==> config.mk <==
export PLATFORM = sky130hd
export DESIGN_NAME = ppc_fifo
export DESIGN_NICKNAME = d
export VERILOG_FILES = /design/src/sv/ppc_fifo.sv
export SDC_FILE = /design/constraint.sdc
export NUM_CORES = 1
export LEC_CHECK = 0
export ABC_AREA = 1
export BUFFER_PORTS_ARGS = -buffer_cell sky130_fd_sc_hd__buf_4
export CORE_UTILIZATION = 49
export CTS_CLUSTER_DIAMETER = 40
export CTS_CLUSTER_SIZE = 20
export DETAILED_ROUTE_END_ITERATION = 6
export PLACE_DENSITY = 0.65
export REMOVE_ABC_BUFFERS = 1
export SYNTH_ARGS = -nofsm -noshare
export SYNTH_HDL_FRONTEND = slang
export SYNTH_SLANG_ARGS = --single-unit
==> constraint.sdc <==
create_clock -name i_clk -period 8.4 [get_ports i_clk]
set_clock_uncertainty 0.1 [all_clocks]
set_input_delay 0.42 -clock i_clk [delete_from_list [all_inputs] [get_ports i_clk]]
set_output_delay 0.42 -clock i_clk [all_outputs]
set_load 0.05 [all_outputs]
==> src/sv/ppc_fifo.sv <==
// Short register queue between the front and the back parts.
// No dependencies.
module ppc_fifo #(
    parameter int W     = 117,
    parameter int DEPTH = 4
) (
    input  logic         i_clk,
    input  logic         i_rst_n,
    input  logic         i_push,
    input  logic [W-1:0] i_data,
    input  logic         i_pop,
    output logic [W-1:0] o_data,
    output logic         o_full,
    output logic         o_empty
);

    localparam int PTW = $clog2(DEPTH);

    logic [W-1:0] r_mem [DEPTH];
    logic [PTW:0] r_wr, r_rd;

    always_ff @(posedge i_clk) begin
        if (i_push) begin
            r_mem[r_wr[PTW-1:0]] <= i_data;
        end
    end

    // Pointers with a wrap bit
    always_ff @(posedge i_clk) begin
        if (!i_rst_n) begin
            r_wr <= '0;
            r_rd <= '0;
        end else begin
            if (i_push) begin
                r_wr <= r_wr + 1'b1;
            end
            if (i_pop) begin
                r_rd <= r_rd + 1'b1;
            end
        end
    end

    assign o_data  = r_mem[r_rd[PTW-1:0]];
    assign o_empty = (r_wr == r_rd);
    assign o_full  = (r_wr[PTW] != r_rd[PTW]) && (r_wr[PTW-1:0] == r_rd[PTW-1:0]);

endmodule

==> results.md, run 1 <==
- Post-cts sizing count: 0
- Post-CTS Setup Inserts: 0
- CP required: 7880 ps
- Final core utilization: 0.636
- Via density: 4.90
- Detail Route Antenna Nets: 0
- H-tree depth: 2
- Status: finished clean
- Max VDD drop: 0.000214 V
- Sequential cell area fraction in the yosys report: 0.744
- Seq cells post-synth: 476
- Number of port buffers: 239
- Count leader, synth: edfxtp_1
- Crit path DAT: 3170 ps
- Worst setup SP type: register
- EDFF count, synth: 468
- Core ar.: 0.0380 mm^2
- Ys Warns: 0
- Internal power: 4.47 mW
- CTS Root Cell: clkbuf_16
- Total Routed Length: 38700 um
- Iter 0 DRT Violations: 509
- Register share of total power: 0.448
- CP max-delay cell: buf_4
- Final Hold Viols: 0
- GR Overflow Total: 0
- Cell Rows: 71
- Critical Path Max Stage Delay: 970 ps
- Syn Area/Cell: 13.5 um^2
- Reg2reg start: r_wr[0]$_SDFFE_PN0P_
- Hold Crit Start: i_push
- Main synth FF type: edfxtp_1
- Worst min path class: input port to register
- IO Pins: 240
- Layout cell share with drive strength beyond 1: 0.199
- TritonCTS clock tree: built
- Post-synth top area cell: edfxtp_1
- CTS Buffer Depth: 3
- Fin crit period: 3690 ps
- Number of global-route vias before repair: 11300
- Power share of the clock group: 0.414
- Dpl cells: 2101
- Clk_lat worst skew: 590 ps
- Initial Util: 0.503
- Power Total: 6.14 mW
- Most frequent CP cell: buf_4
- Antenna violations before repair: 4
- Crit Path Category: register to output port
- Die height: 200 um
- Clock-pin slew on the worst setup and hold paths: 60 ps
- Die width: 200 um
- Synth cell count leaders: edfxtp_1, nand2_1, inv_1
- Residual DRC: 0
- Async set-reset flop share out of synthesis: 0
- Final nets: 1898
- Post-DP HPWL: 21100 um
- Post-synthesis cell type count: 15
- Vias: 11400
- # setup viols final: 0
- Post-Layout Cell Count: 2335
- Net Sw Frac: 0.273
- First-pass GRT wire length: 59800 um
- Pwr dens: 254 mW/mm^2
- GRT Resource Usage Total: 0.196
- RSZ-0062 raised after global routing: false
- Crit-path cells: buf_4 -> o211ai_1 -> nand2_1 -> buf_4
- Netlist Area Pre-Place: 0.0191 mm^2
- Die area: 0.0398 mm^2
- Worst slew pin tran: 1140 ps
- Max-cap violation count: 0
- Worst-path maximum fanout: 120
- Comb power frac: 0.138
- Fmax: 271 MHz
- P_sw: 1.68 mW
- Top post-synthesis cells by area: edfxtp_1, o211ai_1, nand2_1
- Gate Count Post-Synth: 1419
- CP Capture Type: output port
- Detailed-route wire length per cell: 16.6 um
- Slew Viols, Final: 0
- Lkg Pwr: 9.44 nW
- Area grow syn2layout: 26.5%
- Final cycle utilization of the critical path: 0.439
- CTS buffer count: 59
- Largest net degree at the start of global routing: 262
- Slew headroom: 0.241
- Placer Congestion: 0.751
- Synth top area share: 0.735
- CTS Sinks: 476
- Drt first pass iters: 5
-- flip-flops by register name, indices dropped and copies added, names as in the netlist, named ones only --
register  cells
r_mem       468
r_rd          3
r_wr          3
-- power by group through the flow --
stage	clock network [mW]	registers (mW)	logic, mW
finish	2.54	2.75	0.847
global route	2.70	2.76	0.906
CTS	2.60	2.75	0.856
detailed placement	0	2.81	0.807
global placement	0	2.80	0.800
floorplan	0	2.83	0.516
-- kinds of logic (layout without fill, tap and decap cells) --
group / count (synthesis) / after routing / share of synthesized area
DFF: 476 / 476 / 0.744
and+or+nand+nor: 373 / 373 / 0.0733
buffers and inverters: 322 / 723 / 0.0851
AOI/OAI and AO/OA: 241 / 241 / 0.0937
adders and majority gates: 5 / 5 / 0.00327
xor gates and xnor gates: 2 / 2 / 0.000917
other: 0 / 4 / 0
-- final timing paths --
kind / endpoint / slack [ps] / cells past startpoint
max: o_data[82] / 4710 / 4
min: r_wr[1]$_SDFFE_PN0P_ / 50 / 3
max reg2reg: r_mem[2][20]$_DFFE_PP_ / 5590 / 5
min reg2reg: r_wr[2]$_SDFFE_PN0P_ / 420 / 2
-- routing by layer --
metal | routed length, um | track usage | vias up
met3 | 2520 | 0.0496 | 57
met1 | 16900 | 0.256 | 5427
li1 | - | - | 5678
met4 | 800 | 0.0628 | 0
met5 | 0 | 0 | -
met2 | 18500 | 0.322 | 283
-- through the flow --
stage,setup slack [ps],hold slack (ps),setup TNS (ps),cell area (um^2)
after global placement,5320,397,0,20900
after detailed placement,5300,404,0,20900
after global routing,4460,93.4,0,24200
after CTS,4660,13.5,0,24200
final,4710,52.9,0,24200
after floorplan,-1040,391,-122160,18400
-- critical path, delay by kind of cell (launching register included) --
family	cells	cell delay, ps
buffers and inverters	2	1170
flip-flops	1	900
AND/OR/NAND/NOR	1	130
AO/OA/AOI/OAI	1	290
-- area by class of cell --
class | instances | area (um^2)
Clock inverter | 50 | 544
Timing Repair Buffer | 369 | 3090
Multi-Input combinational cell | 621 | 3270
Antenna cell | 4 | 10.0
Tap cell | 511 | 639
Clock buffer | 59 | 1480
Sequential cell | 476 | 14200
Inverter | 245 | 932
Fill cell | 2840 | 13800
-- layout by cell type, fill, tap and decap left out, types with 18 or more instances in the layout --
cell type      Yosys  final
o211ai_1         234    234
edfxtp_1         468    468
inv_1            244    240
dlygate4sd3_1      0    121
clkbuf_16          0     59
inv_6              0     18
nand2_1          364    364
buf_4             10    247
-- repair_timing --
action | CTS | global route
hold endpoints to repair | 476 | 0
setup endpoints to repair | 0 | 0
hold buffers | 121 | 0
No activity file was read; power rests on OpenSTA's default activity.
==> inputs of run 2 (changes only) <==
--- a/config.mk
+++ b/config.mk
@@ -5,13 +5,13 @@
 export SDC_FILE = /design/constraint.sdc
 export NUM_CORES = 1
 export LEC_CHECK = 0
-export ABC_AREA = 1
+export ABC_AREA = 0
 export BUFFER_PORTS_ARGS = -buffer_cell sky130_fd_sc_hd__buf_4
 export CORE_UTILIZATION = 49
 export CTS_CLUSTER_DIAMETER = 40
 export CTS_CLUSTER_SIZE = 20
 export DETAILED_ROUTE_END_ITERATION = 6
-export PLACE_DENSITY = 0.65
+export PLACE_DENSITY = 0.68
 export REMOVE_ABC_BUFFERS = 1
 export SYNTH_ARGS = -nofsm -noshare
 export SYNTH_HDL_FRONTEND = slang
==> constraint.sdc (replaced) <==
create_clock -name i_clk -period 3 [get_ports i_clk]
set_clock_uncertainty 0.1 [all_clocks]
set_input_delay 0.15 -clock i_clk [delete_from_list [all_inputs] [get_ports i_clk]]
set_output_delay 0.15 -clock i_clk [all_outputs]
set_load 0.05 [all_outputs]
==> results.md, run 2 <==
- Status: finished clean
- Ys Warns: 0 (unchanged)
- Detailed-route wire length per cell: 21.1 um (+27%)
- # setup viols final: 0 (unchanged)
- First-pass GRT wire length: 50400 um (-16%)
- Synth Area in XOR/XNOR: 0.00254 (+0.00162)
- Residual DRC: 0 (unchanged)
- Post-synthesis cell type count: 19 (+4)
- End of the worst hold path: r_mem[1][56]$_DFFE_PP_
- Commonest non-fill, non-tap cell in the layout: edfxtp_1
- GRT Resource Usage Total: 0.188 (-0.00824)
- Count leader, synth: edfxtp_1
- H-tree depth: 2 (unchanged)
- Crit path DAT: 2390 ps (-780 ps)
- Worst-path maximum fanout: 41 (-66%)
- Final Hold Viols: 0 (unchanged)
- Antenna violations before repair: 2 (-2)
- CP Capture Type: output port
- Hold Crit Start: i_data[56]
- Pwr dens: 733 mW/mm^2 (+190%)
- Slew Viols, Final: 0 (unchanged)
- CTS Buffer Depth: 3 (unchanged)
- Cell Rows: 68 (-4.2%)
- CP required: 2750 ps (-5130 ps)
- Fin crit period: 2640 ps
- Iter 0 DRT Violations: 546 (+7.3%)
- Hold Path Cell Cnt: 2 (-1)
- TritonCTS clock tree: built
- Top post-synthesis cells by area: edfxtp_1, mux4_2, dfxtp_1
- Most frequent cells in the layout: edfxtp_1, buf_4, dlygate4sd3_1
- Vias: 8203 (-28%)
- Die height: 190 um (-5.0%)
- Worst slew pin tran: 744 ps (-394 ps)
- GR Overflow Total: 0 (unchanged)
- Syn Area/Cell: 26.5 um^2 (+96%)
- Largest register FFs: 468 (unchanged)
- Die area: 0.0360 mm^2 (-9.7%)
- CTS Root Cell: clkbuf_16
- Clk_lat worst skew: 570 ps (-20 ps)
- Die width: 190 um (-5.0%)
- Simple-gate share of the synthesized area: 0.00414 (-0.0692)
- Layout cell share with drive strength beyond 1: 0.429 (+0.230)
- Worst min path class: input port to register
- Area grow syn2layout: 32.0%
- Via density: 5.27 (+7.6%)
- Post-CTS Setup Inserts: 0 (unchanged)
- Netlist Area Pre-Place: 0.0172 mm^2 (-9.8%)
- Post-Synth Adder-Cell Area: 0.00363 (+0.000354)
- Initial Util: 0.498 (-0.00465)
- RSZ-0062 raised after global routing: false
- Slew headroom: 0.504 (+0.263)
- Core ar.: 0.0346 mm^2 (-8.9%)
- Clock-pin slew on the worst setup and hold paths: 70 ps (about the same)
- Gate Count Post-Synth: 652 (-54%)
- Number of global-route vias before repair: 9082 (-19%)
- Synth top area share: 0.815 (+0.0796)
- Max VDD drop: 0.000922 V (+330%)
- CTS Sinks: 476 (unchanged)
- Lkg Pwr: 7.78 nW (-18%)
- Final cycle utilization of the critical path: 0.878
- Synth cell count leaders: edfxtp_1, mux4_2, buf_2
- EDFF count, synth: 468 (unchanged)
- Multi-input logic area: 0.00287 mm^2 (-12%)
- Hold slack: 202 ps (+149 ps)
- R2r worst-path depth: 4 (-1)
- Final nets: 1182 (-38%)
- Async set-reset flop share out of synthesis: 0 (unchanged)
- Number of port buffers: 239 (unchanged)
- Reg2reg start: r_wr[0]$_SDFFE_PN0P_
- Post-DP HPWL: 18700 um (-12%)
- CTS buffer count: 52 (-12%)
- Power Total: 16.7 mW (+170%)
- Crit Path Category: register to output port
- Drt first pass iters: 4 (-1)
- Worst setup SP type: register
- Placement Cell Area: 0.0198 mm^2 (-5.6%)
- Design Area, Final: 0.0228 mm^2 (-5.9%)
- Mux share of post-synthesis cell area: 0.154 (+0.154)
- Compound-cell area share of the yosys netlist: 0.00174 (-0.0920)
- Total Routed Length: 32800 um (-15%)
- Sequential cell area fraction in the yosys report: 0.824 (+0.0805)
- Post-synth top area cell: edfxtp_1
- IO Pins: 240 (unchanged)
- Max-cap violation count: 0 (unchanged)
- Largest net degree at the start of global routing: 118 (-55%)
- Seq cells post-synth: 476 (unchanged)
- Fillers: 2246 (-21%)
- Main synth FF type: edfxtp_1
- Placer Congestion: 0.691 (-8.1%)
- Fmax: 379 MHz
- Register area: 0.0142 mm^2 (unchanged)
- Detail Route Antenna Nets: 0 (unchanged)
- R2R Path End: r_mem[0][12]$_DFFE_PP_
- R2R Setup Slk: 1010 ps (-4580 ps)
- Largest family of logic cells by synthesized area: multiplexers
-- run 2: through the flow --
| step | setup TNS [ps] | instances | setup slack [ps] | utilization |
|---|---|---|---|---|
| finish | 0 | 1556 | 365 | 0.657 |
| global route | 0 | 1556 | 207 | 0.657 |
| CTS | 0 | 1555 | 281 | 0.657 |
| detailed placement | 0 | 1336 | 909 | 0.571 |
| global placement | 0 | 1336 | 901 | 0.571 |
| floorplan | -749930 | 625 | -2980 | - |
-- run 2: kinds of logic (layout without fill, tap and decap cells) --
family / after synthesis / after routing
buffers and inverters: 30 / 478
AOI/OAI and AO/OA: 4 / 4
adders and majority gates: 5 / 5
muxes: 119 / 119
xor gates and xnor gates: 5 / 5
and+or+nand+nor: 13 / 13
other: 0 / 1
DFF: 476 / 476
-- run 2: worst max-delay path by stage --
stage | start | to
6_report | register | o_data[62]
5_1_grt | register | o_data[62]
4_1_cts | register | o_data[62]
3_5_place_dp | register | o_data[62]
3_3_place_gp | register | o_data[62]
2_1_floorplan | register | o_data[0]
-- run 2: timing repair --
action | in CTS | in global routing
endpoints found under the hold margin | 476 | 0
setup endpoints to repair | 0 | 0
gates resized for setup | 0 | 0
hold buffers | 121 | 0
-- run 2: critical path, cell delays in order (launching register included) --
cell and delay, ps:
dfxtp_4 600, buf_12 350, mux4_2 590, buf_4 210
-- run 2: final cells by class --
class / count / share of cell area
flip-flops and latches: 476 / 0.625
repair buffers: 377 / 0.145
multi-input cells: 146 / 0.126
clock buffers: 58 / 0.0591
well taps: 455 / 0.0250
clock inverters: 40 / 0.0195
inverters: 3 / 0.000495
diodes: 1 / 0.000110
-- run 2: where the power goes --
part	internal (mW)	switching, mW	leakage (nW)
registers	7.64	0.0829	4.37
logic	0.938	1.56	2.55
clock network	3.84	2.64	0.861
-- run 2: routing by layer --
layer	GRT usage	wire length, um
met1	0.243	13500
met2	0.311	16700
met3	0.0496	2100
met4	0.0633	552
met5	0	13
